**src/rtl/core/scbl_pkg.sv**
```systemverilog
// scbl_pkg: shared types, constants and arithmetic helpers for the stereo biquad lowpass
// used by scbl_lane and stereo_cascaded_biquad_lowpass_top; depends on nothing else

package scbl_pkg;

    // sample and history formats
    localparam int SAMPLE_BITS    = 24;
    localparam int GUARD_BITS     = 8;
    localparam int HIST_BITS      = SAMPLE_BITS + GUARD_BITS;

    // coefficient formats: feedback Q4.24, gain unsigned Q1.24
    localparam int COEF_FRAC_BITS = 24;
    localparam int COEF_BITS      = 28;
    localparam int GAIN_BITS      = 25;
    localparam int SEED_BITS      = 32;

    // serial multiply-accumulate widths
    localparam int MULT_BITS      = HIST_BITS + 2;
    localparam int ACC_BITS       = HIST_BITS + 5;
    localparam int LO_BITS        = COEF_BITS - COEF_FRAC_BITS;
    localparam int PROD_BITS      = ACC_BITS + LO_BITS;
    localparam int CNT_BITS       = $clog2(COEF_BITS);

    // xorshift taps
    localparam int XS_SHIFT_A     = 13;
    localparam int XS_SHIFT_B     = 17;
    localparam int XS_SHIFT_C     = 5;

    // configuration port
    localparam int CFG_INDEX_BITS = 3;
    localparam int CFG_DATA_BITS  = 32;

    localparam logic [CFG_INDEX_BITS-1:0] CFG_STAGE_A_GAIN = 3'd0;
    localparam logic [CFG_INDEX_BITS-1:0] CFG_STAGE_A_FB1  = 3'd1;
    localparam logic [CFG_INDEX_BITS-1:0] CFG_STAGE_A_FB2  = 3'd2;
    localparam logic [CFG_INDEX_BITS-1:0] CFG_STAGE_B_GAIN = 3'd3;
    localparam logic [CFG_INDEX_BITS-1:0] CFG_STAGE_B_FB1  = 3'd4;
    localparam logic [CFG_INDEX_BITS-1:0] CFG_STAGE_B_FB2  = 3'd5;
    localparam logic [CFG_INDEX_BITS-1:0] CFG_DITHER_SEED  = 3'd6;

    localparam logic [SEED_BITS-1:0] SEED_RESET = 32'd1;

    typedef logic signed [SAMPLE_BITS-1:0] sample_t;
    typedef logic signed [HIST_BITS-1:0]   hist_t;
    typedef logic signed [COEF_BITS-1:0]   coef_t;
    typedef logic        [GAIN_BITS-1:0]   gain_t;
    typedef logic        [SEED_BITS-1:0]   seed_t;

    // input and result beats
    typedef struct packed {
        sample_t left_sample;
        sample_t right_sample;
    } in_beat_t;

    typedef struct packed {
        sample_t left_out;
        sample_t right_out;
    } out_beat_t;

    // sequencer commands to a lane
    typedef struct packed {
        logic start;
        logic step;
        logic load_b;
        logic update;
    } lane_ctrl_t;

    // coefficient bits of the current serial step
    typedef struct packed {
        logic g;
        logic f1;
        logic f2;
        logic last;
    } coef_bits_t;

    // x0 + 2*x1 + x2, exact
    function automatic logic signed [MULT_BITS-1:0] tap_sum(hist_t a, hist_t b, hist_t c);
        tap_sum = MULT_BITS'(a) + (MULT_BITS'(b) <<< 1) + MULT_BITS'(c);
    endfunction

    // saturate a stage product, already floored by the fraction bits, to history width
    function automatic hist_t sat_hist(logic signed [PROD_BITS-1:0] v);
        logic [PROD_BITS-HIST_BITS:0] top;
        top = v[PROD_BITS-1:HIST_BITS-1];
        if ((&top) || !(|top))
            sat_hist = v[HIST_BITS-1:0];
        else if (v[PROD_BITS-1])
            sat_hist = {1'b1, {(HIST_BITS-1){1'b0}}};
        else
            sat_hist = {1'b0, {(HIST_BITS-1){1'b1}}};
    endfunction

    // one xorshift step
    function automatic seed_t xorshift_step(seed_t s);
        seed_t t;
        t = s ^ (s << XS_SHIFT_A);
        t = t ^ (t >> XS_SHIFT_B);
        t = t ^ (t << XS_SHIFT_C);
        xorshift_step = t;
    endfunction

    // add dither below the output lsb, floor and saturate to sample width
    function automatic sample_t dither_round(hist_t y, logic [GUARD_BITS-1:0] d);
        logic signed [HIST_BITS:0]    t;
        logic signed [SAMPLE_BITS:0]  q;
        t = (HIST_BITS+1)'(y) + (HIST_BITS+1)'(d);
        q = t[HIST_BITS:GUARD_BITS];
        if (q[SAMPLE_BITS] == q[SAMPLE_BITS-1])
            dither_round = q[SAMPLE_BITS-1:0];
        else if (q[SAMPLE_BITS])
            dither_round = {1'b1, {(SAMPLE_BITS-1){1'b0}}};
        else
            dither_round = {1'b0, {(SAMPLE_BITS-1){1'b1}}};
    endfunction

endpackage

```
**src/rtl/core/scbl_lane.sv**
```systemverilog
// scbl_lane: one channel of the two-stage biquad, histories and bit-serial multiply-accumulate
// depends on scbl_pkg; driven by stereo_cascaded_biquad_lowpass_top

module scbl_lane (
    input  logic                    clk,
    input  logic                    rst_n,
    input  scbl_pkg::lane_ctrl_t    ctrl,
    input  scbl_pkg::coef_bits_t    coef,
    input  scbl_pkg::sample_t       sample,
    output scbl_pkg::hist_t         filt_out
);
    import scbl_pkg::*;

    hist_t xh1_reg, xh1_next, xh2_reg, xh2_next;
    hist_t ah1_reg, ah1_next, ah2_reg, ah2_next;
    hist_t bh1_reg, bh1_next, bh2_reg, bh2_next;
    hist_t x_reg, x_next, ya_reg, ya_next;
    hist_t m1_reg, m1_next, m2_reg, m2_next;
    logic signed [MULT_BITS-1:0] m0_reg, m0_next;
    logic signed [ACC_BITS-1:0]  hi_reg, hi_next;
    logic        [LO_BITS-1:0]   lo_reg, lo_next;

    logic signed [ACC_BITS-1:0]  term0, term1, term2, acc_sum;
    logic signed [PROD_BITS-1:0] prod;
    hist_t x_new, stage_res;

    // scaled input and the floored, saturated result of the finished stage
    always_comb
    begin
        x_new     = {sample, {GUARD_BITS{1'b0}}};
        prod      = $signed({hi_reg, lo_reg});
        stage_res = sat_hist(prod);
    end

    // partial products of this step: +g*s, -f1*y1, -f2*y2, sign bit weighted negative
    always_comb
    begin
        term0 = ACC_BITS'(0);
        term1 = ACC_BITS'(0);
        term2 = ACC_BITS'(0);
        if (coef.g)
            term0 = coef.last ? -ACC_BITS'(m0_reg) : ACC_BITS'(m0_reg);
        if (coef.f1)
            term1 = coef.last ? ACC_BITS'(m1_reg) : -ACC_BITS'(m1_reg);
        if (coef.f2)
            term2 = coef.last ? ACC_BITS'(m2_reg) : -ACC_BITS'(m2_reg);
        acc_sum = hi_reg + term0 + term1 + term2;
    end

    // operand loading and accumulator shifting
    always_comb
    begin
        x_next  = x_reg;
        ya_next = ya_reg;
        m0_next = m0_reg;
        m1_next = m1_reg;
        m2_next = m2_reg;
        hi_next = hi_reg;
        lo_next = lo_reg;
        if (ctrl.start)
        begin
            x_next  = x_new;
            m0_next = tap_sum(x_new, xh1_reg, xh2_reg);
            m1_next = ah1_reg;
            m2_next = ah2_reg;
            hi_next = '0;
            lo_next = '0;
        end
        else if (ctrl.load_b)
        begin
            ya_next = stage_res;
            m0_next = tap_sum(stage_res, ah1_reg, ah2_reg);
            m1_next = bh1_reg;
            m2_next = bh2_reg;
            hi_next = '0;
            lo_next = '0;
        end
        else if (ctrl.step)
        begin
            hi_next = acc_sum >>> 1;
            lo_next = {acc_sum[0], lo_reg[LO_BITS-1:1]};
        end
    end

    // history shift once both stages are done
    always_comb
    begin
        xh1_next = xh1_reg;
        xh2_next = xh2_reg;
        ah1_next = ah1_reg;
        ah2_next = ah2_reg;
        bh1_next = bh1_reg;
        bh2_next = bh2_reg;
        if (ctrl.update)
        begin
            xh2_next = xh1_reg;
            xh1_next = x_reg;
            ah2_next = ah1_reg;
            ah1_next = ya_reg;
            bh2_next = bh1_reg;
            bh1_next = stage_res;
        end
    end

    // filter histories, cleared at reset
    always_ff @(posedge clk or negedge rst_n)
    begin
        if (!rst_n)
        begin
            xh1_reg <= '0;
            xh2_reg <= '0;
            ah1_reg <= '0;
            ah2_reg <= '0;
            bh1_reg <= '0;
            bh2_reg <= '0;
        end
        else
        begin
            xh1_reg <= xh1_next;
            xh2_reg <= xh2_next;
            ah1_reg <= ah1_next;
            ah2_reg <= ah2_next;
            bh1_reg <= bh1_next;
            bh2_reg <= bh2_next;
        end
    end

    // working operands and accumulator
    always_ff @(posedge clk)
    begin
        x_reg  <= x_next;
        ya_reg <= ya_next;
        m0_reg <= m0_next;
        m1_reg <= m1_next;
        m2_reg <= m2_next;
        hi_reg <= hi_next;
        lo_reg <= lo_next;
    end

    assign filt_out = bh1_reg;

endmodule

```
**src/rtl/core/stereo_cascaded_biquad_lowpass_top.sv**
```systemverilog
// stereo_cascaded_biquad_lowpass_top: sequencer, coefficient registers, dither and output register
// depends on scbl_pkg and scbl_lane

// Stereo lowpass made of two cascaded direct-form-1 biquads per channel, with 8 guard bits in
// the histories and xorshift rectangular dither before truncation and saturation to 24 bits.
// Both channels run side by side in two lanes; each lane multiplies bit-serially, one coefficient
// bit per cycle, all three products of a stage at once. A frame passes from acceptance until the
// input side is ready again through accept, the first-stage run, the second-stage load, the
// second-stage run, the history update and the dither/output step, which waits for a free output
// register; the 28-bit coefficient width sets the length of both serial runs. The result waits in
// an output register while the next frame is taken. Coefficients (gain unsigned Q1.24, feedback
// Q4.24) are to be written by the user through the configuration port only while the block is
// idle, which the block leaves unenforced. A seed write restarts the dither; zero seeds it at one.

module stereo_cascaded_biquad_lowpass_top (
    input  logic                                  clk,
    input  logic                                  rst_n,
    input  logic                                  in_valid,
    output logic                                  in_ready,
    input  scbl_pkg::in_beat_t                    in_data,
    output logic                                  out_valid,
    input  logic                                  out_ready,
    output scbl_pkg::out_beat_t                   out_data,
    input  logic                                  cfg_valid,
    output logic                                  cfg_ready,
    input  logic [scbl_pkg::CFG_INDEX_BITS-1:0]   cfg_index,
    input  logic [scbl_pkg::CFG_DATA_BITS-1:0]    cfg_data
);
    import scbl_pkg::*;

    typedef enum logic [5:0] {
        ST_IDLE    = 6'b000001,
        ST_STAGE_A = 6'b000010,
        ST_LOAD_B  = 6'b000100,
        ST_STAGE_B = 6'b001000,
        ST_UPDATE  = 6'b010000,
        ST_FINISH  = 6'b100000
    } state_t;

    state_t state_reg, state_next;
    logic [CNT_BITS-1:0] cnt_reg, cnt_next;
    coef_t g_sr_reg, g_sr_next, f1_sr_reg, f1_sr_next, f2_sr_reg, f2_sr_next;

    gain_t a_gain_reg, a_gain_next, b_gain_reg, b_gain_next;
    coef_t a_fb1_reg, a_fb1_next, a_fb2_reg, a_fb2_next;
    coef_t b_fb1_reg, b_fb1_next, b_fb2_reg, b_fb2_next;
    seed_t seed_reg, seed_next, dither_reg, dither_next;

    logic      out_valid_reg, out_valid_next;
    out_beat_t out_data_reg, out_data_next;

    logic       in_beat, out_free, step_last, is_step;
    lane_ctrl_t ctrl;
    coef_bits_t coef;
    hist_t      left_y, right_y;
    seed_t      dith_l, dith_r;

    assign in_ready  = (state_reg == ST_IDLE);
    assign cfg_ready = 1'b1;
    assign in_beat   = in_valid && in_ready;
    assign out_free  = !out_valid_reg || out_ready;
    assign is_step   = (state_reg == ST_STAGE_A) || (state_reg == ST_STAGE_B);
    assign step_last = (cnt_reg == CNT_BITS'(COEF_BITS - 1));

    // lane commands and the coefficient bits of this step
    always_comb
    begin
        ctrl.start  = in_beat;
        ctrl.step   = is_step;
        ctrl.load_b = (state_reg == ST_LOAD_B);
        ctrl.update = (state_reg == ST_UPDATE);
        coef.g      = g_sr_reg[0];
        coef.f1     = f1_sr_reg[0];
        coef.f2     = f2_sr_reg[0];
        coef.last   = step_last;
    end

    // sequencer and coefficient shift registers
    always_comb
    begin
        state_next = state_reg;
        cnt_next   = cnt_reg;
        g_sr_next  = g_sr_reg;
        f1_sr_next = f1_sr_reg;
        f2_sr_next = f2_sr_reg;
        case (state_reg)
            ST_IDLE:
            begin
                if (in_beat)
                begin
                    state_next = ST_STAGE_A;
                    cnt_next   = '0;
                    g_sr_next  = COEF_BITS'(a_gain_reg);
                    f1_sr_next = a_fb1_reg;
                    f2_sr_next = a_fb2_reg;
                end
            end
            ST_STAGE_A, ST_STAGE_B:
            begin
                cnt_next   = cnt_reg + 1'b1;
                g_sr_next  = g_sr_reg >> 1;
                f1_sr_next = f1_sr_reg >> 1;
                f2_sr_next = f2_sr_reg >> 1;
                if (step_last)
                    state_next = (state_reg == ST_STAGE_A) ? ST_LOAD_B : ST_UPDATE;
            end
            ST_LOAD_B:
            begin
                state_next = ST_STAGE_B;
                cnt_next   = '0;
                g_sr_next  = COEF_BITS'(b_gain_reg);
                f1_sr_next = b_fb1_reg;
                f2_sr_next = b_fb2_reg;
            end
            ST_UPDATE:
            begin
                state_next = ST_FINISH;
            end
            ST_FINISH:
            begin
                if (out_free)
                    state_next = ST_IDLE;
            end
            default:
            begin
                state_next = ST_IDLE;
            end
        endcase
    end

    // dither, left first, and the output register
    always_comb
    begin
        dith_l         = xorshift_step(dither_reg);
        dith_r         = xorshift_step(dith_l);
        dither_next    = dither_reg;
        out_valid_next = out_valid_reg;
        out_data_next  = out_data_reg;
        if (out_valid_reg && out_ready)
            out_valid_next = 1'b0;
        if ((state_reg == ST_FINISH) && out_free)
        begin
            out_valid_next         = 1'b1;
            out_data_next.left_out  = dither_round(left_y, dith_l[SEED_BITS-1 -: GUARD_BITS]);
            out_data_next.right_out = dither_round(right_y, dith_r[SEED_BITS-1 -: GUARD_BITS]);
            dither_next            = dith_r;
        end
        if (cfg_valid && cfg_ready && (cfg_index == CFG_DITHER_SEED))
            dither_next = (cfg_data == '0) ? SEED_RESET : cfg_data;
    end

    // configuration register writes
    always_comb
    begin
        a_gain_next = a_gain_reg;
        a_fb1_next  = a_fb1_reg;
        a_fb2_next  = a_fb2_reg;
        b_gain_next = b_gain_reg;
        b_fb1_next  = b_fb1_reg;
        b_fb2_next  = b_fb2_reg;
        seed_next   = seed_reg;
        if (cfg_valid && cfg_ready)
        begin
            case (cfg_index)
                CFG_STAGE_A_GAIN: a_gain_next = cfg_data[GAIN_BITS-1:0];
                CFG_STAGE_A_FB1:  a_fb1_next  = cfg_data[COEF_BITS-1:0];
                CFG_STAGE_A_FB2:  a_fb2_next  = cfg_data[COEF_BITS-1:0];
                CFG_STAGE_B_GAIN: b_gain_next = cfg_data[GAIN_BITS-1:0];
                CFG_STAGE_B_FB1:  b_fb1_next  = cfg_data[COEF_BITS-1:0];
                CFG_STAGE_B_FB2:  b_fb2_next  = cfg_data[COEF_BITS-1:0];
                CFG_DITHER_SEED:  seed_next   = cfg_data[SEED_BITS-1:0];
                default:          seed_next   = seed_reg;
            endcase
        end
    end

    // control state, configuration and dither generator
    always_ff @(posedge clk or negedge rst_n)
    begin
        if (!rst_n)
        begin
            state_reg     <= ST_IDLE;
            cnt_reg       <= '0;
            out_valid_reg <= 1'b0;
            a_gain_reg    <= '0;
            a_fb1_reg     <= '0;
            a_fb2_reg     <= '0;
            b_gain_reg    <= '0;
            b_fb1_reg     <= '0;
            b_fb2_reg     <= '0;
            seed_reg      <= SEED_RESET;
            dither_reg    <= SEED_RESET;
        end
        else
        begin
            state_reg     <= state_next;
            cnt_reg       <= cnt_next;
            out_valid_reg <= out_valid_next;
            a_gain_reg    <= a_gain_next;
            a_fb1_reg     <= a_fb1_next;
            a_fb2_reg     <= a_fb2_next;
            b_gain_reg    <= b_gain_next;
            b_fb1_reg     <= b_fb1_next;
            b_fb2_reg     <= b_fb2_next;
            seed_reg      <= seed_next;
            dither_reg    <= dither_next;
        end
    end

    // coefficient shift registers and result payload
    always_ff @(posedge clk)
    begin
        g_sr_reg     <= g_sr_next;
        f1_sr_reg    <= f1_sr_next;
        f2_sr_reg    <= f2_sr_next;
        out_data_reg <= out_data_next;
    end

    // one lane per channel
    scbl_lane u_lane_left (
        .clk      (clk),
        .rst_n    (rst_n),
        .ctrl     (ctrl),
        .coef     (coef),
        .sample   (in_data.left_sample),
        .filt_out (left_y)
    );

    scbl_lane u_lane_right (
        .clk      (clk),
        .rst_n    (rst_n),
        .ctrl     (ctrl),
        .coef     (coef),
        .sample   (in_data.right_sample),
        .filt_out (right_y)
    );

    assign out_valid = out_valid_reg;
    assign out_data  = out_data_reg;

endmodule

```
**config.mk**
```make
export PLATFORM = sky130hd
export DESIGN_NAME = stereo_cascaded_biquad_lowpass_top
export DESIGN_NICKNAME = d
export VERILOG_FILES = /design/src/rtl/core/scbl_pkg.sv /design/src/rtl/core/scbl_lane.sv /design/src/rtl/core/stereo_cascaded_biquad_lowpass_top.sv
export SDC_FILE = /design/constraint.sdc
export NUM_CORES = 2
export LEC_CHECK = 0
export ABC_AREA = 1
export BUFFER_PORTS_ARGS = -buffer_cell sky130_fd_sc_hd__buf_4
export CAP_MARGIN = 20
export CORE_UTILIZATION = 50
export DETAILED_ROUTE_END_ITERATION = 10
export PLACE_DENSITY = 0.68
export SYNTH_ARGS = -nofsm -noshare
export SYNTH_HDL_FRONTEND = slang
export SYNTH_HIERARCHICAL = 1
export SYNTH_SLANG_ARGS = --single-unit
```
**constraint.sdc**
```tcl
create_clock -name clk -period 9.67 [get_ports clk]
set_clock_uncertainty 0.1 [all_clocks]
set_input_delay 1.4505 -clock clk [delete_from_list [all_inputs] [get_ports clk]]
set_output_delay 1.4505 -clock clk [all_outputs]
set_load 0.03 [all_outputs]
```
==> metrics.txt <==
Post-synth top flop=dfrtp_1; post_cts resized=0; CTS Sinks=~1,100; DRT Pass-1 Iters=8; fmax=161 MHz; R2R Path Start=cnt_reg[0]; EDFF count, synth=437; Hold Fails Final Rpt=0; Yosys reg bits=1,075; die area=around 0.14 sq mm; slowest cell on the critical path=buf_4; Core Footprint=around 0.13 sq mm; startpoint types=flip-flop; Starting Density=0.504; count of buffer and inverter cells on the critical path=5; relative slew slack=0.157; drt total wl=about 210,000 um; Final nets=approximately 8,800; antenna violations before repair=9; Worst path top cell family by delay=adder cells; CP required=a little over 10 ns; CP max stage delay=0.66 ns; Setup TNS=0 ns; synthesized instance count=slightly above 8,000; worst setup path end=u_lane_left/hi_reg[28]; H-tree depth=3; post-synthesis sequential area ratio=0.426; RSZ-0062 raised after global routing=false; Detail Route Antenna Nets=0; Mean Syn Cell Area=approximately 8.2 sq um; vias per inst=5.59; Final Max Slew Viols=0; worst-margin pin slew=1.25 ns; status=completed; reg-to-reg setup timing slack=roughly 3.5 ns; clock slew at reported path FFs=about 0.070 ns; CP cell instances=ha_1 > inv_1 > nor4_2 > buf_4 > o21ai_0 > a21oi_1 > fa_1 > fa_1 > ha_1 > inv_1 > fa_1 > o21ai_1 > a21oi_1 > o21ai_1 > inv_1 > o21ai_0 > nand3_1 > nand3_1 > nand3_1 > nand2_1 > inv_1; Post-Syn Area=slightly below 0.07 sq mm; Port Buffers=about 140; vias=approximately 57,000; reg2reg path depth=21; Worst setup EP type=flip-flop; deepest clock path buffer count=3; CTS Buf Count=116; wire length per cell=approximately 20 um; DRC violations left=0; postcts setup bufs=0; Worst path depth=21; area grow syn2layout=10.1%; Die H=around 370 um; hold buffer count at CTS=0; gpl congestion=between 0.9 and 1; gr ovfl total=0; cell mode on critical path=inv_1; number of flip-flops in the largest register=48; num rows=between 100 and 150; post-DP HPWL=157,000 um; Yosys Warn Count=6; distinct cell type count after synthesis=between 60 and 70; Finish-stage setup viols=0; vias in the first global route=53,970; CTS tree=built; first-pass GRT wire length=roughly 320,000 um; ratio of cells with drive above 1 in the final layout=0.0682; Worst-Skew Late Latency=about 0.8 ns; asr flop ratio synth=0.519; Final period util=0.641; final period demand of the worst path=a little over 6 ns; largest net degree at the start of global routing=186; clock root buffer=clkbuf_16; critical path class=reg -> reg; reg2reg end=u_lane_left/hi_reg[28]; max_cap viols=0; Detailed Route Iter0 Violations=5,822; Crit Path Max Fanout=61; CP Data Arrival Time=between 6 and 7 ns; Post-Syn Nets=slightly below 9,000; Ports=roughly 140; fillers=~12,000; CP Launch Point=cnt_reg[0]; Horiz. Die Dim=between 300 and 400 um; Tot GR Track Use=0.303; Hold Crit Class=reg -> reg
## Yosys cell counts, types with 22 or more instances
cell | count | area share
ha_1 | 209 | 0.039
o21ai_1 | 32 | 0.0024
dfrtp_1 | 556 | 0.21
nand3b_1 | 24 | 0.0027
fa_1 | 260 | 0.077
a21o_1 | 56 | 0.0062
a21oi_1 | 461 | 0.034
xor2_1 | 118 | 0.015
o211ai_1 | 28 | 0.0031
nand2_1 | 2060 | 0.11
dfxtp_1 | 80 | 0.024
o21ai_0 | 1003 | 0.075
edfxtp_1 | 437 | 0.19
nand3_1 | 353 | 0.026
clkbuf_1 | 234 | 0.013
nand4_1 | 63 | 0.0059
inv_1 | 1105 | 0.062
nand2_2 | 22 | 0.0020
nor4_1 | 46 | 0.0043
a22oi_1 | 83 | 0.0093
buf_1 | 24 | 0.0013
a31oi_1 | 28 | 0.0026
o21bai_1 | 47 | 0.0052
nor2_1 | 568 | 0.032
xnor2_1 | 49 | 0.0064
nor3_1 | 60 | 0.0045
## layout make-up
type	instances	area [sq um]	area share
repair buffers	205	1680	0.0226
multi-input cells	5765	33400	0.451
well taps	1768	2210	0.0298
inverters	1118	4210	0.0567
flip-flops and latches	1075	28700	0.387
clock inverters	66	681	0.00918
clock buffers	156	3250	0.0439
diodes	1	2.50	0.0000338
## cells by family (layout without fill, tap and decap cells)
kind of cell	count (synthesis)	count (layout)	share of synthesized area
xor gates and xnor gates	188	188	0.0268
adders and majority gates	469	469	0.116
and+or+nand+nor	3283	3283	0.203
DFF	1075	1075	0.426
AOI/OAI and AO/OA	1824	1824	0.148
other	1	2	0.0000557
buffers and inverters	1395	1545	0.0791
## worst reg2reg max path, delay by kind of cell, from the launching register on
kind                     cells  cell delay (ns)
AO/OA/AOI/OAI                6             1.54
adder cells (fa/ha/maj)      5             1.97
buffers and inverters        5             0.92
flip-flops                   1             0.38
AND/OR/NAND/NOR              5             1.13
## worst min-delay path by stage
stage                         endpoint  cells past startpoint              startpoint  slack [ns]
2_1_floorplan  u_lane_left/xh1_reg[10]                      2   u_lane_left/x_reg[10]        0.33
3_3_place_gp   u_lane_left/xh1_reg[16]                      2   u_lane_left/x_reg[16]        0.33
6_report       u_lane_left/ah1_reg[30]                      2  u_lane_left/ya_reg[30]        0.32
3_5_place_dp   u_lane_left/xh1_reg[10]                      2   u_lane_left/x_reg[10]        0.33
4_1_cts        u_lane_left/ah1_reg[30]                      2  u_lane_left/ya_reg[30]        0.33
5_1_grt        u_lane_left/xh1_reg[10]                      2   u_lane_left/x_reg[10]        0.35
## stage by stage
stage / cells / instance area, sq um / hold WS [ns] / worst slack [ns] / util
after CTS: 10144 / 74000 / 0.332 / 3.55 / 0.554
final: 10154 / 74100 / 0.325 / 3.47 / 0.555
after global routing: 10154 / 74100 / 0.353 / 3.13 / 0.555
after global placement: 9922 / 70000 / 0.328 / 3.71 / 0.525
after floorplan: 8235 / 67300 / 0.325 / 1.44 / -
after detailed placement: 9922 / 70000 / 0.333 / 3.63 / 0.525
## placed cells by master (no fill, tap or decap), types with 83 or more instances in the layout
cell type,instances
a21oi_1,460
a22oi_1,83
buf_4,191
clkbuf_16,117
dfrtp_1,556
edfxtp_1,437
fa_1,260
ha_1,209
inv_1,1100
nand2_1,2056
nand3_1,351
nor2_1,563
o21ai_0,1001
xor2_1,118
## per-layer routing
layer | share of wire | GRT usage | vias to the layer above
li1 | - | - | 27083
met1 | 0.46 | 0.449 | 27321
met2 | 0.43 | 0.452 | 2019
met3 | 0.076 | 0.0524 | 302
met4 | 0.032 | 0.0952 | 6
met5 | 0.00017 | 0 | -
Power is left out: the tool's default activity adds up to more than one toggle a clock period on the data nets, which glitch-free logic cannot reach.
